[src/design/m3e_pkg.sv]
package m3e_pkg;

  localparam int unsigned SAMPLE_BITS_DEF = 24;
  localparam int unsigned ALPHA_BITS      = 16;
  localparam logic [ALPHA_BITS-1:0] ALPHA_RESET = 16'd22938;

  localparam int unsigned APB_ADDR_W = 3;
  localparam int unsigned APB_DATA_W = 32;

  // register index taken from paddr[2]
  typedef enum logic {
    REG_SMOOTHING_ALPHA = 1'b0
  } reg_idx_e;

  localparam logic [1:0] RING_LAST = 2'd2;
  localparam logic [1:0] RING_FULL = 2'd3;

  typedef struct packed {
    logic [1:0] head;
    logic [1:0] fill;
    logic       primed;
  } ring_ctrl_t;

endpackage

[src/design/m3e_datapath.sv]
module m3e_datapath
  import m3e_pkg::*;
#(
  parameter int unsigned SAMPLE_BITS = SAMPLE_BITS_DEF
) (
  input  logic signed [SAMPLE_BITS-1:0] sample_i,
  input  logic                          update_i,
  input  logic signed [SAMPLE_BITS-1:0] ring0_i,
  input  logic signed [SAMPLE_BITS-1:0] ring1_i,
  input  logic signed [SAMPLE_BITS-1:0] ring2_i,
  input  ring_ctrl_t                    ctrl_i,
  input  logic signed [SAMPLE_BITS-1:0] smoothed_i,
  input  logic signed [SAMPLE_BITS-1:0] last_median_i,
  input  logic        [ALPHA_BITS-1:0]  alpha_i,
  output ring_ctrl_t                    ctrl_o,
  output logic signed [SAMPLE_BITS-1:0] smoothed_o,
  output logic signed [SAMPLE_BITS-1:0] median_o
);

  localparam int unsigned DIFF_W = SAMPLE_BITS + 1;
  localparam int unsigned PROD_W = DIFF_W + ALPHA_BITS + 1;

  logic signed [SAMPLE_BITS-1:0] a, b, c;
  logic signed [SAMPLE_BITS-1:0] lo_ab, hi_ab, lo_hc, med;
  logic        [1:0]             fill_n;
  logic signed [DIFF_W-1:0]      diff;
  logic signed [PROD_W-1:0]      diff_x, alpha_x, prod, step;
  logic signed [SAMPLE_BITS-1:0] pulled;

  always_comb begin
    a = (ctrl_i.head == 2'd0) ? sample_i : ring0_i;
    b = (ctrl_i.head == 2'd1) ? sample_i : ring1_i;
    c = (ctrl_i.head == 2'd2) ? sample_i : ring2_i;
    fill_n = (ctrl_i.fill == RING_FULL) ? RING_FULL : ctrl_i.fill + 2'd1;

    lo_ab = (a < b) ? a : b;
    hi_ab = (a > b) ? a : b;
    lo_hc = (hi_ab < c) ? hi_ab : c;
    case (fill_n)
      2'd2:    med = hi_ab;
      2'd3:    med = (lo_ab > lo_hc) ? lo_ab : lo_hc;
      default: med = a;
    endcase

    diff    = DIFF_W'(med) - DIFF_W'(smoothed_i);
    diff_x  = PROD_W'(diff);
    alpha_x = PROD_W'($signed({1'b0, alpha_i}));
    prod    = diff_x * alpha_x;
    step    = prod >>> ALPHA_BITS;
    pulled  = smoothed_i + SAMPLE_BITS'(step);

    ctrl_o = ctrl_i;
    smoothed_o = smoothed_i;
    median_o = last_median_i;
    if (update_i) begin
      ctrl_o.head   = (ctrl_i.head == RING_LAST) ? 2'd0 : ctrl_i.head + 2'd1;
      ctrl_o.fill   = fill_n;
      ctrl_o.primed = 1'b1;
      median_o      = med;
      smoothed_o    = ctrl_i.primed ? pulled : med;
    end
  end

endmodule

[src/design/median3_ema_altitude_filter_core.sv]
// Channel      Dir  Fields (lowest bit up)
// s_axis       in   tdata: sample_altitude; tuser: sample_update
// m_axis       out  tdata: smoothed_altitude, window_median
// apb          in   register 0 at byte 0: smoothing_alpha [15:0]
//
// One transaction per cycle while m_axis is not stalled; a result is offered
// once its sample has passed the input register, then the median network and
// one multiply and add into the result register and the filter state together.
// Reset clears control state, filter state and alpha (22938); the sample
// ring is not cleared. A stalled m_axis holds the result register and the
// input register still takes one more transaction.
module median3_ema_altitude_filter_core
  import m3e_pkg::*;
#(
  parameter int unsigned SAMPLE_BITS = SAMPLE_BITS_DEF,
  localparam int unsigned IN_TDATA_W  = ((SAMPLE_BITS + 7) / 8) * 8,
  localparam int unsigned OUT_TDATA_W = ((2 * SAMPLE_BITS + 7) / 8) * 8
) (
  input  logic                   clk_i,
  input  logic                   rst_ni,
  input  logic                   s_axis_tvalid_i,
  output logic                   s_axis_tready_o,
  input  logic [IN_TDATA_W-1:0]  s_axis_tdata_i,   // sample_altitude
  input  logic                   s_axis_tuser_i,   // sample_update
  output logic                   m_axis_tvalid_o,
  input  logic                   m_axis_tready_i,
  output logic [OUT_TDATA_W-1:0] m_axis_tdata_o,   // smoothed_altitude, window_median
  input  logic                   psel,
  input  logic                   penable,
  input  logic                   pwrite,
  input  logic [APB_ADDR_W-1:0]  paddr,
  input  logic [APB_DATA_W-1:0]  pwdata,
  output logic [APB_DATA_W-1:0]  prdata,
  output logic                   pready
);

  logic [ALPHA_BITS-1:0]         alpha_q;
  logic                          in_vld_q, in_vld_d;
  logic signed [SAMPLE_BITS-1:0] in_smp_q;
  logic                          in_upd_q;
  logic                          out_vld_q, out_vld_d;
  logic signed [SAMPLE_BITS-1:0] out_smooth_q, out_med_q;
  logic signed [SAMPLE_BITS-1:0] ring_q [3];
  ring_ctrl_t                    ctrl_q, ctrl_d;
  logic signed [SAMPLE_BITS-1:0] smoothed_q, smoothed_d;
  logic signed [SAMPLE_BITS-1:0] median_q, median_d;
  logic                          accept, advance, load, cfg_wr;
  reg_idx_e                      reg_idx;

  assign reg_idx = reg_idx_e'(paddr[2]);
  assign pready  = 1'b1;
  assign cfg_wr  = psel && penable && pwrite && (paddr[APB_ADDR_W-1:2] == '0)
                   && (reg_idx == REG_SMOOTHING_ALPHA);
  assign prdata  = (reg_idx == REG_SMOOTHING_ALPHA) ? APB_DATA_W'(alpha_q) : '0;

  always_ff @(posedge clk_i or negedge rst_ni) begin
    if (!rst_ni) begin
      alpha_q <= ALPHA_RESET;
    end else if (cfg_wr) begin
      alpha_q <= pwdata[ALPHA_BITS-1:0];
    end
  end

  assign advance         = !out_vld_q || m_axis_tready_i;
  assign load            = in_vld_q && advance;
  assign s_axis_tready_o = !in_vld_q || advance;
  assign accept          = s_axis_tvalid_i && s_axis_tready_o;

  always_comb begin
    in_vld_d = in_vld_q;
    if (accept) begin
      in_vld_d = 1'b1;
    end else if (advance) begin
      in_vld_d = 1'b0;
    end
    out_vld_d = out_vld_q;
    if (load) begin
      out_vld_d = 1'b1;
    end else if (m_axis_tready_i) begin
      out_vld_d = 1'b0;
    end
  end

  m3e_datapath #(
    .SAMPLE_BITS(SAMPLE_BITS)
  ) u_datapath (
    .sample_i      (in_smp_q),
    .update_i      (in_upd_q),
    .ring0_i       (ring_q[0]),
    .ring1_i       (ring_q[1]),
    .ring2_i       (ring_q[2]),
    .ctrl_i        (ctrl_q),
    .smoothed_i    (smoothed_q),
    .last_median_i (median_q),
    .alpha_i       (alpha_q),
    .ctrl_o        (ctrl_d),
    .smoothed_o    (smoothed_d),
    .median_o      (median_d)
  );

  always_ff @(posedge clk_i or negedge rst_ni) begin
    if (!rst_ni) begin
      in_vld_q   <= 1'b0;
      out_vld_q  <= 1'b0;
      ctrl_q     <= '0;
      smoothed_q <= '0;
      median_q   <= '0;
    end else begin
      in_vld_q  <= in_vld_d;
      out_vld_q <= out_vld_d;
      if (load) begin
        ctrl_q     <= ctrl_d;
        smoothed_q <= smoothed_d;
        median_q   <= median_d;
      end
    end
  end

  always_ff @(posedge clk_i) begin
    if (accept) begin
      in_smp_q <= s_axis_tdata_i[SAMPLE_BITS-1:0];
      in_upd_q <= s_axis_tuser_i;
    end
    if (load) begin
      out_smooth_q <= smoothed_d;
      out_med_q    <= median_d;
      if (in_upd_q) begin
        ring_q[ctrl_q.head] <= in_smp_q;
      end
    end
  end

  assign m_axis_tvalid_o = out_vld_q;
  assign m_axis_tdata_o  = OUT_TDATA_W'({out_med_q, out_smooth_q});

`ifndef SYNTHESIS
  a_head_in_ring: assert property (@(posedge clk_i) disable iff (!rst_ni)
    ctrl_q.head != RING_FULL)
    else $error("ring head out of range");

  a_primed_has_fill: assert property (@(posedge clk_i) disable iff (!rst_ni)
    ctrl_q.primed |-> ctrl_q.fill != 2'd0)
    else $error("smoother primed with empty ring");

  a_unprimed_zero: assert property (@(posedge clk_i) disable iff (!rst_ni)
    !ctrl_q.primed |-> (smoothed_q == '0) && (median_q == '0))
    else $error("held values non-zero before first update");

  a_load_shows: assert property (@(posedge clk_i) disable iff (!rst_ni)
    load |=> m_axis_tvalid_o && (out_smooth_q == smoothed_q))
    else $error("result register out of step with filter state");
`endif

endmodule
[config.mk]
export PLATFORM = sky130hd
export DESIGN_NAME = median3_ema_altitude_filter_core
export DESIGN_NICKNAME = d
export VERILOG_FILES = /design/src/design/m3e_pkg.sv /design/src/design/m3e_datapath.sv /design/src/design/median3_ema_altitude_filter_core.sv
export SDC_FILE = /design/constraint.sdc
export NUM_CORES = 2
export LEC_CHECK = 0
export BUFFER_PORTS_ARGS = -buffer_cell sky130_fd_sc_hd__buf_2
export CAP_MARGIN = 20
export CORE_ASPECT_RATIO = 1.5
export CORE_MARGIN = 10
export CORE_UTILIZATION = 23
export CTS_CLUSTER_DIAMETER = 40
export DETAILED_ROUTE_END_ITERATION = 10
export GPL_TIMING_DRIVEN = 1
export PLACE_DENSITY_LB_ADDON = 0.25
export SYNTH_ARGS = -nofsm -noshare
export SYNTH_HDL_FRONTEND = slang
export SYNTH_SLANG_ARGS = --single-unit
[constraint.sdc]
create_clock -name clk_i -period 18.4 [get_ports clk_i]
set_input_delay 2.76 -clock clk_i [delete_from_list [all_inputs] [get_ports clk_i]]
set_output_delay 2.76 -clock clk_i [all_outputs]
set_load 0.01 [all_outputs]
# Word-level counts from Yosys, hierarchy flattened

Memory sizes are Yosys's and may differ from the RTL's.
Cells that the tools add are included.
W data, S select, Z words.

Logic and storage cells: 63
Input bits: 67
Memory bits (writable): 72
Bits in registers: 144
Output and inout port bits: 83
Memories kept: 1

$mul: 1
Equal/unequal tests: 5
Add/sub/neg operators: 4
Muxes and demuxes: 21
Bitwise gates (word level): 1
$lt $le $gt $ge: 4
Reduce and logical (&&, ||, !) cells: 14

Memories:

| name   | depth | width | read ports | clocked after memory_dff | wr ports | line                                   | text |
|---|---|---|---|---|---|---|---|
| ring_q | 3     | 24    | 3          | 0                        | 1        | median3_ema_altitude_filter_core.sv:43 | `logic signed [SAMPLE_BITS-1:0] ring_q [3];` |

Operator list:

| cell                  | number |
|---|---|
| $mux W24              | 10 |
| $gt A24 B24 Y1        | 2 |
| $lt A24 B24 Y1        | 2 |
| $pmux W24 S2          | 1 |
| $mul A25 B17 Y40      | 1 |
| $sub A24 B24 Y25      | 1 |
| $add A24 B24 Y24      | 1 |
| $mux W16              | 1 |
| $eq A2 B2 Y1 const B  | 4 |
| $mux W1               | 7 |
| $logic_and A1 B1 Y1   | 6 |
| $add A2 B1 Y2 const B | 2 |
| $mux W2               | 2 |
| $reduce_bool A2 Y1    | 2 |
| $eq A2 B1 Y1 const B  | 1 |
| $logic_not A1 Y1      | 2 |
| $logic_not A2 Y1      | 1 |
| $logic_or A1 B1 Y1    | 2 |
| $reduce_and A2 Y1     | 1 |
| $not A1 Y1            | 1 |

# Longest topological paths before layout

Word-level depth: 14
Mapped depth: 87
Mapped depth without buffers: 84

# Cells and area by module

From an unflattened synthesis, not the netlist that was laid out.

Cells, all modules: 2,964
Area, all modules: 28,621.2 um^2

By module, submodules not included:

| module                           | cells each | sequential area each (um^2) | times used | area an instance (um^2) |
|---|---|---|---|---|
| m3e_datapath                     | 2,625      | 0.0                         | 1          | 21,252.9 |
| median3_ema_altitude_filter_core | 339        | 6,140.9                     | 1          | 7,368.3 |

# Worst setup path before layout

No wires, ideal clock.

Path kind: reg2reg
Start point: register ctrl_q[3] (netlist bit)
End point: register out_smooth_q[22], data pin
Data required time: 18.139 ns
Period minus slack after synthesis: 18.999 ns
Setup slack: -0.599 ns
Library setup time: 0.261 ns
Path buffers: 6
Stages on the path, launching flop included: 86
Arrival time: 18.738 ns
Path through: dfrtp_1 clkbuf_1 nor2_1 clkbuf_1 mux2i_1 inv_1 ha_1 nand4_1 nor4_2 nand2_1 o2111ai_2 o311ai_1 o21ai_2 buf_2 nor2_1 a311oi_1 o21ai_0 ha_1 [50 not listed] o21ai_0 o21bai_1 and2_1 o21a_1 nor2_1 xnor2_1 ha_1 nor3_1 inv_1 a2111oi_0 o31ai_1 a21oi_1 o21ai_0 a21o_1 a21oi_1 xnor2_1 and3_1 a221o_1

Cells in the longest elaborated chain, start to end: 14
Elaborated cells on any way between the ends: 20
Those cells by class: 2 x add/sub; 1 x mul; 4 x order compare; 2 x eq/ne; 10 x mux; 1 x reduce/logical

Ends and longest elaborated chain:

| element                                          | line                                    | text |
|---|---|---|
| start, declared                                  | median3_ema_altitude_filter_core.sv:44  | `ring_ctrl_t ctrl_q, ctrl_d;` |
| start signal, assigned                           | median3_ema_altitude_filter_core.sv:112 | `ctrl_q <= ctrl_d;` |
| $eq A2 B1 Y1 or $logic_not A2 Y1 (tied branches) | m3e_datapath.sv:32, m3e_datapath.sv:31  |  |
| $mux W24 (on tied branches)                      | m3e_datapath.sv:32, m3e_datapath.sv:31  |  |
| $gt A24 B24 Y1                                   | m3e_datapath.sv:37                      | `hi_ab = (a > b) ? a : b;` |
| $mux W24                                         | m3e_datapath.sv:37                      |  |
| $lt A24 B24 Y1                                   | m3e_datapath.sv:38                      | `lo_hc = (hi_ab < c) ? hi_ab : c;` |
| $mux W24                                         | m3e_datapath.sv:38                      |  |
| $gt A24 B24 Y1                                   | m3e_datapath.sv:41                      | `2'd3: med = (lo_ab > lo_hc) ? lo_ab : lo_hc;` |
| $mux W24                                         | m3e_datapath.sv:41                      |  |
| $pmux W24 S2 *                                   | m3e_datapath.sv:39                      | `case (fill_n)` |
| $sub A24 B24 Y25                                 | m3e_datapath.sv:45                      | `diff = DIFF_W'(med) - DIFF_W'(smoothed_i);` |
| $mul A25 B17 Y40                                 | m3e_datapath.sv:48                      | `prod = diff_x * alpha_x;` |
| $add A24 B24 Y24                                 | m3e_datapath.sv:50                      | `pulled = smoothed_i + SAMPLE_BITS'(step);` |
| $mux W24 *                                       | m3e_datapath.sv:60                      | `smoothed_o = ctrl_i.primed ? pulled : med;` |
| $mux W24 *                                       | m3e_datapath.sv:55                      | `if (update_i) begin` |
| named net smoothed_d[22]                         | median3_ema_altitude_filter_core.sv:45  | `logic signed [SAMPLE_BITS-1:0] smoothed_q, smoothed_d;` |
| end signal, assigned                             | median3_ema_altitude_filter_core.sv:125 | `out_smooth_q <= smoothed_d;` |
| end, declared                                    | median3_ema_altitude_filter_core.sv:42  | `logic signed [SAMPLE_BITS-1:0] out_smooth_q, out_med_q;` |

Mark *: on every way through the listed nets, which the timed path passes. The rest lies on a longest branch.
A chain may end at the register's enable or synchronous reset.

# Worst setup path after layout

Start point: register ctrl_q[4] (netlist bit)
End point: register out_smooth_q[23], data pin

Same word-level chain as after synthesis.

==> run_results.csv <==
group,metric,value,unit
setup_path,crit_top_cell,"fa_1",
place,gp_routability_congestion,0.849,
place,place_inst,5069,
sta,min_period,18260,ps
clock_network,cts_max_level,2,
outcome,status,"complete, no violations",
clock_network,cts-buffers-inserted,39,
drt,drt_iter0_drc,788,
synth,synth_area,0.0285,mm²
synth,yosys.cell_types.count,94,
sta,fmax,54.8,MHz
setup_path,slowest_stage,"fa_1",
synth,ys.flop_type,"edfxtp_1",
worst_hold_path,holdPathStages,2,
sta,slew_viol_final,0,
layout,fin_util,0.312,
grt,grt_pass1_wl,140,mm
clock_network,holdBufCountCts,0,
synth,synth-seq-cells,216,
layout,syn2layout_area_growth,35.0,%
clock_network,clock_path_buffers,3,
grt,grt_start_max_net_pins,72,
layout,instances_no_fill,5229,
layout,final_layout_size_suffix_gt1_frac,0.317,
sta,finalCritPeriodShare,0.992,
clock_network,clk_latency,590,ps
setup_path,crit_required,18720,ps
clock_network,cts_num_sinks,216,
clock_network,cts_root_buf,"clkbuf_16",
floorplanning,start_util,0.231,
sta,finClkSkew,46.5,ps
worst_hold_path,min_path_type,"register to register",
grt,grtUsageTotal,0.130,
setup_path,critPathKind,"register to register",
worst_hold_path,min-delay-start,"median_q[1]$_DFFE_PN0P_",
place,portBuffers,114,
drt,antenna_left,0,
setup_path,path_max_fanout,10,
grt,grt_pass1_vias,23971,
place,dp_hpwl,74.1,mm
sta,final-setup-viol-count,0,
setup_path,setup.worst_path.start_class,"register",
place,placed_area,0.0346,mm²
worst_hold_path,min_to,"median_q[1]$_DFFE_PN0P_",
sta,tightest_slew,920,ps
floorplanning,die_w,308,µm
setup_path,critical_path_arrival,18580,ps
drt,vias,22321,
floorplanning,dieArea,0.139,mm²
layout,finish.instance_area,0.0385,mm²
synth,avgSynthCellArea,9.62,µm²
setup_path,r2r_start,"ctrl_q[4]$_DFFE_PN0P_",
setup_path,cp_slowest_stage_delay,560,ps
floorplanning,row_count,158,
synth,netlist_instances,2965,
sta,slew_headroom,0.387,
grt,grt_antenna_before_repair,5,
drt,wl_per_cell,17.5,µm
synth,synth_edf_count,145,
setup_path,path_delay_family,"compound AO/OA/AOI/OAI gates",
grt,overflow,0,
floorplanning,io_pins,150,
drt,vias_per_cell,4.27,
setup_path,r2r_slack,140,ps
sta,hold_violations,0,
floorplanning,core,0.123,mm²
sta,rsz0062_at_grt,"true",
run,drv_cap,0,
drt,route.detailed.drc,0,
drt,totalWireLength,91.8,mm
synth,synth-warning-count,0,
floorplanning,die_h,451,µm
setup_path,path_buf_inv,16,
clock_network,cts_tree,"done",
synth,async_flop_share,0.329,
setup_path,r2r-end,"out_smooth_q[23]$_DFFE_PP_",
layout,fin_nets,4258,
synth,seq_area_frac_synth,0.215,
setup_path,endpoint_kind,"register",
clock_network,clk_pin_slew_worst_paths,50,ps
setup_path,reg2reg_depth,83,
drt,drt_pass1_iterations,4,
final cells by class:
| type | count | area (µm²) |
|---|---|---|
| Inverter | 565 | 2120 |
| Timing Repair Buffer | 711 | 5490 |
| Fill cell | 13007 | 84900 |
| Clock buffer | 45 | 1040 |
| Clock inverter | 27 | 308 |
| Sequential cell | 216 | 6140 |
| Antenna cell | 3 | 7.51 |
| Tap cell | 1600 | 2000 |
| Multi-Input combinational cell | 2062 | 21400 |
worst register-to-register path, delay by kind of cell, from the launching register on:
family          cells  cell delay, ps
fa+ha+maj          13            5010
xor+xnor            3             500
simple gates       16            3040
flops               1             420
buf+inv            16            1810
mux                 6            1700
compound gates     29            5530
cells in the final DEF, fill, tap and decap left out, types with 29 or more instances in the layout:
cell type,instances
nand2_1,264
a21o_1,50
inv_1,541
o21ai_0,39
o21a_1,29
and2_1,174
ha_1,188
xnor2_1,30
mux2i_1,120
buf_4,544
fa_1,362
a21oi_1,84
clkbuf_16,42
mux2_2,69
dfrtp_1,62
nor2b_1,42
o21ai_1,42
edfxtp_1,145
nor2_1,99
buf_2,113
registers in the layout, indices dropped and copies added (netlist names):
signal	flops
median_q	24
in_vld_q	1
alpha_q	16
ctrl_q	5
out_med_q	24
m_axis_tvalid_o	1
out_smooth_q	24
smoothed_q	24
in_smp_q	24
in_upd_q	1
ring_q	72
metrics by stage:
step	TNS [ps]	worst slack [ps]	hold WS (ps)
after global placement	-20580	-1610	457
after floorplan	-14.5	-14.5	442
final	0	143	481
after CTS	-217	-112	478
after detailed placement	-21590	-1600	464
after global routing	-6150	-607	503
cells by family (layout without fill, tap and decap cells):
group / after synthesis / count (layout) / synth area share
buffers and inverters: 703 / 1348 / 0.0956
other: 2 / 20 / 0.000263
XOR/XNOR: 68 / 68 / 0.0214
adder cells (fa/ha/maj): 596 / 596 / 0.361
flip-flops: 216 / 216 / 0.215
AND/OR/NAND/NOR: 754 / 755 / 0.132
AO/OA/AOI/OAI: 403 / 403 / 0.0929
multiplexers: 223 / 223 / 0.0815
synth_stat cells, types with 3 or more instances:
| cell | count | area, µm² |
|---|---|---|
| a211oi_1 | 17 | 128 |
| a31oi_1 | 11 | 68.8 |
| clkbuf_1 | 106 | 398 |
| dfstp_2 | 8 | 210 |
| a221o_1 | 7 | 70.1 |
| xnor2_1 | 45 | 394 |
| o211ai_1 | 8 | 60.1 |
| a221oi_1 | 9 | 78.8 |
| dfrtp_1 | 63 | 1580 |
| mux2_2 | 73 | 822 |
| nor2_1 | 120 | 450 |
| buf_2 | 8 | 40.0 |
| a21oi_1 | 116 | 581 |
| and3b_1 | 3 | 26.3 |
| o21ai_1 | 28 | 140 |
| nand2_1 | 272 | 1020 |
| and2_1 | 184 | 1150 |
| buf_4 | 17 | 128 |
| ha_1 | 217 | 2720 |
| buf_1 | 5 | 18.8 |
| nand2b_1 | 23 | 144 |
| a21boi_0 | 4 | 30.0 |
| mux2i_1 | 150 | 1500 |
| nor2b_1 | 46 | 288 |
| o21a_1 | 32 | 240 |
| and4_1 | 3 | 26.3 |
| o31ai_1 | 9 | 67.6 |
| and3_1 | 12 | 75.1 |
| fa_1 | 379 | 7590 |
| a21o_1 | 50 | 375 |
| o21ai_0 | 63 | 315 |
| o2111ai_1 | 3 | 26.3 |
| or3_1 | 4 | 25.0 |
| nand3_1 | 27 | 135 |
| o21bai_1 | 6 | 45.0 |
| o22ai_1 | 3 | 18.8 |
| edfxtp_1 | 145 | 4350 |
| xor2_1 | 22 | 193 |
| nor3_1 | 21 | 105 |
| inv_1 | 564 | 2120 |
| nand4_1 | 13 | 81.3 |
routing by layer:
| layer | up-vias | wire, µm | GRT usage |
|---|---|---|---|
| met4 | 0 | 2660 | 0.0355 |
| met5 | - | 0 | 0 |
| met3 | 117 | 2620 | 0.0145 |
| met2 | 323 | 50800 | 0.254 |
| li1 | 10792 | - | - |
| met1 | 11089 | 35700 | 0.146 |
worst max-delay path by stage:
stage | startpoint | to | slack [ps] | cells after the start
floorplan | ctrl_q[3]$_DFFE_PN0P_ | out_smooth_q[22]$_DFFE_PP_ | -10 | 85
global placement | ctrl_q[4]$_DFFE_PN0P_ | out_smooth_q[22]$_DFFE_PP_ | -1610 | 90
detailed placement | ctrl_q[4]$_DFFE_PN0P_ | out_smooth_q[22]$_DFFE_PP_ | -1600 | 90
CTS | ctrl_q[3]$_DFFE_PN0P_ | out_smooth_q[22]$_DFFE_PP_ | -110 | 92
global route | ctrl_q[4]$_DFFE_PN0P_ | out_smooth_q[22]$_DFFE_PP_ | -610 | 87
finish | ctrl_q[4]$_DFFE_PN0P_ | out_smooth_q[23]$_DFFE_PP_ | 140 | 83
timing repair:
item / CTS / global route
gates resized for setup: 139 / 264
pin swaps: 59 / 165
endpoints found under the setup margin: 26 / 31
cloned: 3 / 4
buffers inserted: 29 / 54
Power is not shown: default switching activity piles up to over one toggle a cycle in this logic, so the estimate is an artifact.
